===== src/hdl/pfl_pkg.sv =====
// ----------------------------------------------------------------------------
// pfl_pkg
// Shared types and constants for the FIFO/LRU page replacement unit.
// ----------------------------------------------------------------------------
`default_nettype none

package pfl_pkg;

   // fixed field widths of the request and response
   localparam int unsigned REQ_PAGE_W = 16;
   localparam int unsigned SLOT_W     = 3;
   localparam int unsigned TOTAL_W    = 32;

   // policy register codes
   localparam logic POLICY_FIFO = 1'b0;
   localparam logic POLICY_LRU  = 1'b1;

   // commands from the controller to the datapath
   typedef struct packed {
      logic capture;   // latch the request page
      logic execute;   // look up, update table, load response register
   } pfl_cmd_type;

endpackage

`default_nettype wire


===== src/hdl/pfl_ctrl.sv =====
// ----------------------------------------------------------------------------
// pfl_ctrl
// Controller: sequences capture and execute steps and owns the response
// valid flag.
// ----------------------------------------------------------------------------
`default_nettype none

module pfl_ctrl (
   input  wire logic                clock,
   input  wire logic                reset,
   input  wire logic                req_valid,
   output logic                     req_ready,
   output logic                     rsp_valid,
   input  wire logic                rsp_ready,
   output pfl_pkg::pfl_cmd_type     cmd
);

   typedef enum logic {
      S_IDLE,
      S_EXEC
   } state_type;

   state_type state_ff, state_in;
   logic      out_valid_ff, out_valid_in;
   logic      out_free;

   // response register can take a new result
   assign out_free = !out_valid_ff || rsp_ready;

   // next state and commands
   always_comb begin
      state_in     = state_ff;
      cmd.capture  = 1'b0;
      cmd.execute  = 1'b0;
      out_valid_in = out_valid_ff && !rsp_ready;
      case (state_ff)
         S_IDLE: begin
            if (req_valid) begin
               cmd.capture = 1'b1;
               state_in    = S_EXEC;
            end
         end
         S_EXEC: begin
            if (out_free) begin
               cmd.execute  = 1'b1;
               out_valid_in = 1'b1;
               state_in     = S_IDLE;
            end
         end
         default: begin
            state_in = S_IDLE;
         end
      endcase
   end

   // state and registered outputs
   always_ff @(posedge clock) begin
      if (reset) begin
         state_ff     <= S_IDLE;
         out_valid_ff <= 1'b0;
      end else begin
         state_ff     <= state_in;
         out_valid_ff <= out_valid_in;
      end
   end

   assign req_ready = (state_ff == S_IDLE);
   assign rsp_valid = out_valid_ff;

endmodule

`default_nettype wire


===== src/hdl/pfl_datapath.sv =====
// ----------------------------------------------------------------------------
// pfl_datapath
// Page table as a row of registers with parallel compare and one-step shift,
// fault counter, policy register and response register.
// ----------------------------------------------------------------------------
`default_nettype none

module pfl_datapath #(
   parameter int unsigned ENTRIES   = 8,
   parameter int unsigned PAGE_BITS = 16
) (
   input  wire logic                              clock,
   input  wire logic                              reset,
   input  wire pfl_pkg::pfl_cmd_type              cmd,
   input  wire logic [pfl_pkg::REQ_PAGE_W-1:0]    req_page_number,
   input  wire logic                              csr_write,
   input  wire logic                              csr_policy_mode,
   output logic                                   rsp_hit,
   output logic [pfl_pkg::SLOT_W-1:0]             rsp_slot,
   output logic [pfl_pkg::TOTAL_W-1:0]            rsp_miss_total
);

   localparam int unsigned IDX_W  = $clog2(ENTRIES);
   localparam int unsigned OCC_W  = $clog2(ENTRIES + 1);
   localparam int unsigned KEEP_W = (PAGE_BITS < pfl_pkg::REQ_PAGE_W) ?
                                    PAGE_BITS : pfl_pkg::REQ_PAGE_W;

   logic [PAGE_BITS-1:0]         page_ff, page_in;
   logic [PAGE_BITS-1:0]         table_ff [ENTRIES];
   logic [PAGE_BITS-1:0]         table_in [ENTRIES];
   logic [OCC_W-1:0]             occ_ff, occ_in;
   logic [pfl_pkg::TOTAL_W-1:0]  faults_ff, faults_in;
   logic                         policy_ff;
   logic [ENTRIES-1:0]           match;
   logic                         hit;
   logic [IDX_W-1:0]             hit_idx;
   logic [IDX_W-1:0]             last_idx;
   logic                         full;
   logic                         shift_en;
   logic [IDX_W-1:0]             shift_from;
   logic [IDX_W-1:0]             new_slot;
   logic                         hit_in;
   logic [pfl_pkg::SLOT_W-1:0]   slot_in;
   logic                         hit_ff;
   logic [pfl_pkg::SLOT_W-1:0]   slot_ff;

   // request page, low bits kept
   assign page_in = PAGE_BITS'(req_page_number[KEEP_W-1:0]);

   // parallel compare over occupied slots
   always_comb begin
      for (int k = 0; k < ENTRIES; k++) begin
         match[k] = (OCC_W'(k) < occ_ff) && (table_ff[k] == page_ff);
      end
   end

   // lowest matching slot
   always_comb begin
      hit_idx = '0;
      for (int k = ENTRIES - 1; k >= 0; k--) begin
         if (match[k]) begin
            hit_idx = IDX_W'(k);
         end
      end
   end

   assign hit      = |match;
   assign full     = (occ_ff == OCC_W'(ENTRIES));
   assign last_idx = IDX_W'(occ_ff - OCC_W'(1));

   // shift on an lru hit or a miss into a full table
   assign shift_en   = (hit && (policy_ff == pfl_pkg::POLICY_LRU)) || (!hit && full);
   assign shift_from = hit ? hit_idx : '0;

   // slot holding the page afterwards
   always_comb begin
      if (hit) begin
         new_slot = (policy_ff == pfl_pkg::POLICY_LRU) ? last_idx : hit_idx;
      end else if (full) begin
         new_slot = IDX_W'(ENTRIES - 1);
      end else begin
         new_slot = IDX_W'(occ_ff);
      end
   end

   // next table contents
   always_comb begin
      for (int k = 0; k < ENTRIES; k++) begin
         table_in[k] = table_ff[k];
         if (shift_en) begin
            if (IDX_W'(k) == last_idx) begin
               table_in[k] = page_ff;
            end else if ((IDX_W'(k) >= shift_from) && (IDX_W'(k) < last_idx) &&
                         (k < ENTRIES - 1)) begin
               table_in[k] = table_ff[(k + 1) % ENTRIES];
            end
         end else if (!hit && (OCC_W'(k) == occ_ff)) begin
            table_in[k] = page_ff;
         end
      end
   end

   // occupancy and saturating fault count
   always_comb begin
      occ_in    = occ_ff;
      faults_in = faults_ff;
      if (!hit) begin
         if (!full) begin
            occ_in = occ_ff + OCC_W'(1);
         end
         if (faults_ff != '1) begin
            faults_in = faults_ff + pfl_pkg::TOTAL_W'(1);
         end
      end
   end

   assign hit_in  = hit;
   assign slot_in = pfl_pkg::SLOT_W'(new_slot);

   // control registers
   always_ff @(posedge clock) begin
      if (reset) begin
         occ_ff    <= '0;
         faults_ff <= '0;
         policy_ff <= pfl_pkg::POLICY_FIFO;
      end else begin
         if (cmd.execute) begin
            occ_ff    <= occ_in;
            faults_ff <= faults_in;
         end
         if (csr_write) begin
            policy_ff <= csr_policy_mode;
         end
      end
   end

   // table, request and response payload
   always_ff @(posedge clock) begin
      if (cmd.capture) begin
         page_ff <= page_in;
      end
      if (cmd.execute) begin
         for (int k = 0; k < ENTRIES; k++) begin
            table_ff[k] <= table_in[k];
         end
         hit_ff  <= hit_in;
         slot_ff <= slot_in;
      end
   end

   assign rsp_hit        = hit_ff;
   assign rsp_slot       = slot_ff;
   assign rsp_miss_total = faults_ff;

endmodule

`default_nettype wire


===== src/hdl/page_replacement_fifo_lru_unit.sv =====
// Sequence: the request transfer captures the page; the execute step then looks
// up the page, updates the table and loads the response register.
// Flow: a new reference is taken only once the previous one has completed the
// compare-and-update step; a stalled response holds the update step.
// Reset: synchronous; empties the table, clears the fault count and selects
// first-in first-out. Table entries are not cleared; empty slots are never read.
// ----------------------------------------------------------------------------
// page_replacement_fifo_lru_unit
// Fully associative page table with FIFO or LRU replacement and fault count.
// ----------------------------------------------------------------------------
`default_nettype none

module page_replacement_fifo_lru_unit #(
   parameter int unsigned ENTRIES   = 8,
   parameter int unsigned PAGE_BITS = 16
) (
   input  wire logic                              clock,
   input  wire logic                              reset,
   input  wire logic                              req_valid,
   output logic                                   req_ready,
   input  wire logic [pfl_pkg::REQ_PAGE_W-1:0]    req_page_number,
   output logic                                   rsp_valid,
   input  wire logic                              rsp_ready,
   output logic                                   rsp_hit,
   output logic [pfl_pkg::SLOT_W-1:0]             rsp_slot,
   output logic [pfl_pkg::TOTAL_W-1:0]            rsp_miss_total,
   input  wire logic                              csr_valid,
   output logic                                   csr_ready,
   input  wire logic                              csr_policy_mode
);

   pfl_pkg::pfl_cmd_type cmd;

   // policy register always takes a transfer
   assign csr_ready = 1'b1;

   // controller
   pfl_ctrl u_ctrl (
      .clock     (clock),
      .reset     (reset),
      .req_valid (req_valid),
      .req_ready (req_ready),
      .rsp_valid (rsp_valid),
      .rsp_ready (rsp_ready),
      .cmd       (cmd)
   );

   // datapath
   pfl_datapath #(
      .ENTRIES   (ENTRIES),
      .PAGE_BITS (PAGE_BITS)
   ) u_datapath (
      .clock           (clock),
      .reset           (reset),
      .cmd             (cmd),
      .req_page_number (req_page_number),
      .csr_write       (csr_valid && csr_ready),
      .csr_policy_mode (csr_policy_mode),
      .rsp_hit         (rsp_hit),
      .rsp_slot        (rsp_slot),
      .rsp_miss_total  (rsp_miss_total)
   );

endmodule

`default_nettype wire


===== config.mk =====
export PLATFORM = sky130hd
export DESIGN_NAME = page_replacement_fifo_lru_unit
export DESIGN_NICKNAME = d
export VERILOG_FILES = /design/src/hdl/pfl_pkg.sv /design/src/hdl/pfl_ctrl.sv /design/src/hdl/pfl_datapath.sv /design/src/hdl/page_replacement_fifo_lru_unit.sv
export SDC_FILE = /design/constraint.sdc
export NUM_CORES = 1
export LEC_CHECK = 0
export BUFFER_PORTS_ARGS = -buffer_cell sky130_fd_sc_hd__buf_2
export CORE_ASPECT_RATIO = 0.8
export CORE_UTILIZATION = 50
export CTS_CLUSTER_DIAMETER = 60
export DETAILED_ROUTE_END_ITERATION = 6
export GPL_TIMING_DRIVEN = 0
export HOLD_SLACK_MARGIN = 0.08
export PLACE_DENSITY = 0.68
export SETUP_SLACK_MARGIN = 0.4
export SLEW_MARGIN = 30
export SYNTH_ARGS = -nofsm -noshare
export SYNTH_HDL_FRONTEND = slang
export SYNTH_SLANG_ARGS = --single-unit

===== constraint.sdc =====
create_clock -name clock -period 11.3 [get_ports clock]
set_input_delay 2.26 -clock clock [delete_from_list [all_inputs] [get_ports clock]]
set_output_delay 2.26 -clock clock [all_outputs]
set_load 0.01 [all_outputs]

======== After elaboration in Yosys (flattened, before gate mapping) ========
Memories as Yosys holds them, arrays and structs flattened.
Index checks and enable logic that the tools add are counted.
word-level totals
  flip-flop bits (word level) ............. 59
  memory bits (writable) .................. 128
  bits of input ports ..................... 22
  output and inout port bits .............. 39
  logic and storage cells ................. 150
  memories ................................ 1
cells by class
  add/subtract/negate cells ............... 3
  magnitude comparators ................... 22
  eq/ne operators ......................... 24
  muxes and demuxes ....................... 53
  bitwise logic cells ..................... 3
  reduce and logical (&&, ||, !) cells .... 36
memories
  name                 depth  bits a word  rd ports  clocked after memory_dff  write ports  RTL line            RTL
  u_datapath.table_ff  8      16           8         0                         8            pfl_datapath.sv:29  logic [PAGE_BITS-1:0] table_ff [ENTRIES];
operators with widths
  operator                                                           count
  2-to-1 mux 16 bit                                                  31
  == test 16 bit                                                     8
  2-to-1 mux 3 bit                                                   12
  adder 32 x 1 -> 32 bit (second input constant)                     1
  inequality test 32 bit (second input constant)                     1
  logical AND 1 bit                                                  26
  == test 3 x 4 -> 1 bit (first input constant)                      4
  < comparator 3 x 4 -> 1 bit (first input constant)                 4
  == test 3 bit (first input constant)                               4
  greater-or-equal comparator 3 bit (first input constant)           3
  < comparator 3 bit (first input constant)                          3
  2-to-1 mux 1 bit                                                   9
  == test 2 x 4 -> 1 bit (first input constant)                      2
  < comparator 1 x 4 -> 1 bit (first input constant)                 2
  < comparator 2 x 4 -> 1 bit (first input constant)                 2
  OR reduction 8 bit                                                 1
  == test 2 x 3 -> 1 bit (first input constant)                      2
  greater-or-equal comparator 1 x 3 -> 1 bit (first input constant)  2
  greater-or-equal comparator 2 x 3 -> 1 bit (first input constant)  2
  < comparator 1 x 3 -> 1 bit (first input constant)                 2
  < comparator 2 x 3 -> 1 bit (first input constant)                 2
  AND reduction 3 bit                                                2
  adder 4 x 1 -> 4 bit (second input constant)                       1
  == test 1 x 4 -> 1 bit (first input constant)                      1
  other kinds (9)                                                    14

======== Longest topological paths before layout ========
An unclocked memory read counts as a cell.
  depth in word-level cells ............... 17
  gate-level depth with buffers ........... 13
  depth with buffers taken out ............ 10

======== Modules after synthesis ========
From an unflattened synthesis, not the netlist that was laid out.
second synthesis, totals
  cell total of the unflattened synthesis .. 866
  area total of the unflattened synthesis .. 10441.3 µm²
by module, submodules not included
  module                          instances  cells each  area an instance (µm²)  sequential area each (µm²)
  pfl_datapath                    1          855         10342.4                 5185.0
  pfl_ctrl                        1          9           87.6                    40.0
  page_replacement_fifo_lru_unit  1          2           11.3                    0.0

======== Worst setup path before layout ========
No wires, ideal clock.
  kind .................................... input port to flip-flop
  start point ............................. input port rsp_ready
  end point ............................... memory u_datapath.table_ff[4][0], in the netlist u_datapath.table_ff[1][0] (enable)
  library setup time ...................... 0.417 ns
  data arrival time ....................... 3.902 ns
  data required time ...................... 10.883 ns
  path slack .............................. 6.981 ns
  stages on the path ...................... 4
  path buffers ............................ 1
  cells stage by stage .................... nand2b_1 -> nand2_1 -> clkbuf_1 -> a221oi_1
RTL lines
  what         RTL line                              RTL
  from (decl)  page_replacement_fifo_lru_unit.sv:23  input wire logic rsp_ready,
  to (decl)    pfl_datapath.sv:29

==> run metrics <==
Initial Util=0.519; first-pass GRT wire length=36.7 mm; worst ir drop on vdd=between 0.0001 and 0.00015 V; vias in the first global route=approximately 6400; DP Wirelength=17.9 mm; via count=just under 7000; Worst EP required=11.37 ns; Synth Cell Area=approximately 0.01 mm²; DR WL/cell=19.9 µm; Die W=160 µm; H-tree level count=4; Inst Count DP=1147; net count after synthesis=851; share of layout cells above drive strength 1=0.292; Leak=roughly 0.004 µW; synth warn=0; Iter 0 DRT Violations=a little under 700; crit path DAT=between 4 and 5 ns; root buffer cell=clkbuf_16; most common cell in the netlist=edfxtp_1; Worst-path clk slew=0.07 ns; most frequent cells after synthesis=148 x edfxtp_1, 106 x mux2_2, 80 x xor2_1; EDFF count, synth=148; 1st-pass router iterations=5; RSZ-0062 raised after global routing=false; Reg2Reg Setup Slack=6.95 ns; CTS Buf Count=17; n_diodes=0; #FFs+latches synth=187; IO Pins=61; GRT Total Usage=0.238; CP most frequent cell=buf_4; fmax=0.230 GHz; worst-margin pin slew=0.952 ns; final period demand of the worst path=4.35 ns; max-capacitance violation count=0; Period Utilization, post-route=0.385; WS Path Type=reg2reg; die area=between 0.02 and 0.025 mm²; sequential share of the synthesized area=0.521; Worst Hold Class=reg2reg; Synth area leader=edfxtp_1; Worst Setup Start Kind=flip-flop; post-route cell area=0.0114 mm²; Area growth syn-to-layout=13.9%; Congestion Overflow GR=0; CTS tree=built; ys flop type=edfxtp_1; clock buffer depth=2; Syn Inst Count=823; post-synth top area share=0.443; Clock Skew=0.0116 ns; antenna violations before repair=0; Critical Path Max Stage Delay=0.57 ns; leading post-synthesis cells by cell area=edfxtp_1 44%, mux2_2 12%, dfxtp_1 7.8%; setup violators final=0; Slew HR=0.361; placed inst area=0.0108 mm²; CP max FO=16; post-route core utilization=0.591; number of library cell types mapped by synthesis=57; Cell Chain, Critical Path=clkbuf_1, inv_1, ha_1, a2111oi_0, nand4_1, and3_1, nand3_2, a22o_1, buf_4, buf_4, o211a_1; CTS Hold Buffers Added=0; R2R cell count=11; Final Hold Vio Count=0; worst-skew pair later-pin latency=0.44 ns; crit path from=u_datapath.occ_ff[0]; Worst Setup End Kind=flip-flop; fin. max-slew vios=0; status=finished clean; Final #Nets=936; slowest library cell on the worst path=o211a_1; final setup TNS=0 ns; # rows=45; power density over the cells=131 mW/mm²; Antenna Nets Post-Route=0; largest net degree at the start of global routing=17; post-cts sizing count=0; routed wire length=23.4 mm; non-filler instance count after layout=1179; gpl congestion=0.924; Vias/cell=about 5.7; DRC viols=0; worst r2r src=u_datapath.occ_ff[0]; Critical Path End=u_datapath.table_ff[0][12]; IO buf count=59; Die H=about 130 µm; CTS sink count=187; Syn Area/Cell=12.2 µm²; Core Region=0.0193 mm²; r2r endpoint=u_datapath.table_ff[0][12]; Post-CTS Setup Inserts=0; Synth async-reset ratio=0; WHS=between 0.4 and 0.5 ns
-- sequential cells by signal, indices dropped and copies added (netlist names), 3 cells and up --
register	flops
u_datapath.occ_ff	4
u_datapath.page_ff	16
u_datapath.rsp_miss_total	32
u_datapath.rsp_slot	3
u_datapath.table_ff	128
-- cell families (layout without fill, tap and decap cells) --
| kind of cell | Yosys count | after routing | share of synthesized area |
|---|---|---|---|
| flops | 187 | 187 | 0.521 |
| fa+ha+maj | 6 | 6 | 0.00749 |
| xor+xnor | 134 | 134 | 0.117 |
| buf+inv | 72 | 170 | 0.0411 |
| mux | 121 | 121 | 0.136 |
| simple gates | 208 | 208 | 0.113 |
| compound gates | 94 | 94 | 0.0644 |
| other cells | 1 | 1 | 0.000374 |
-- power by group --
group,switching [µW],total (µW),internal [µW]
clock network,265,591,325
registers,6.83,764,757
logic,85.2,139,54.3
total,357,1490,1140
-- layout by cell type (no fill, tap or decap), types with 27 or more instances in the layout --
master / netlist / layout
edfxtp_1: 148 / 148
o21ai_0: 27 / 27
nor2_1: 33 / 33
nand3_1: 32 / 32
dfxtp_1: 39 / 39
a21oi_1: 33 / 32
xor2_1: 80 / 80
buf_2: 19 / 78
mux2_2: 106 / 106
xnor2_1: 54 / 54
nand4_1: 27 / 27
-- worst max-delay path, delay by kind of cell, from the launching register on --
family | cells | cell delay (ns)
AO/OA/AOI/OAI | 3 | 1.32
buffers and inverters | 4 | 1.03
AND/OR/NAND/NOR | 3 | 0.84
adder cells (fa/ha/maj) | 1 | 0.42
flip-flops | 1 | 0.36
-- stage by stage --
stage	power [µW]	setup slack, ns
after floorplan	871	6.98
after global placement	909	5.78
after detailed placement	917	6.16
after CTS	1500	6.65
after global routing	1540	6.64
final	1490	6.95
-- worst min path at each step --
stage / startpoint / end / depth (start not counted)
6_report: u_datapath.page_ff[2] / u_datapath.table_ff[1][50] / 0
2_1_floorplan: u_datapath.page_ff[0] / u_datapath.table_ff[1][48] / 0
4_1_cts: u_datapath.page_ff[2] / u_datapath.table_ff[1][50] / 0
3_5_place_dp: u_datapath.page_ff[2] / u_datapath.table_ff[1][50] / 0
5_1_grt: u_datapath.page_ff[13] / u_datapath.table_ff[1][61] / 0
3_3_place_gp: u_datapath.page_ff[12] / u_datapath.table_ff[1][60] / 0
-- layer usage --
layer  global-route usage  part of all wire  vias to the layer above
met5                    0                 0                        -
met4               0.0543            0.0090                        0
met3               0.0474             0.063                       23
met2                0.350              0.43                      226
met1                0.360              0.50                     3260
li1                     -                 -                     3224
-- cell type report --
cell class	count	area [µm²]
clock inverter	15	148
buffer	62	375
clock buffer	17	425
timing repair buffer	66	374
sequential	187	5230
tap	258	323
fill	1593	7900
multi-input combinational	564	4510
inverter	10	37.5
No activity file was read; power rests on OpenSTA's default activity.
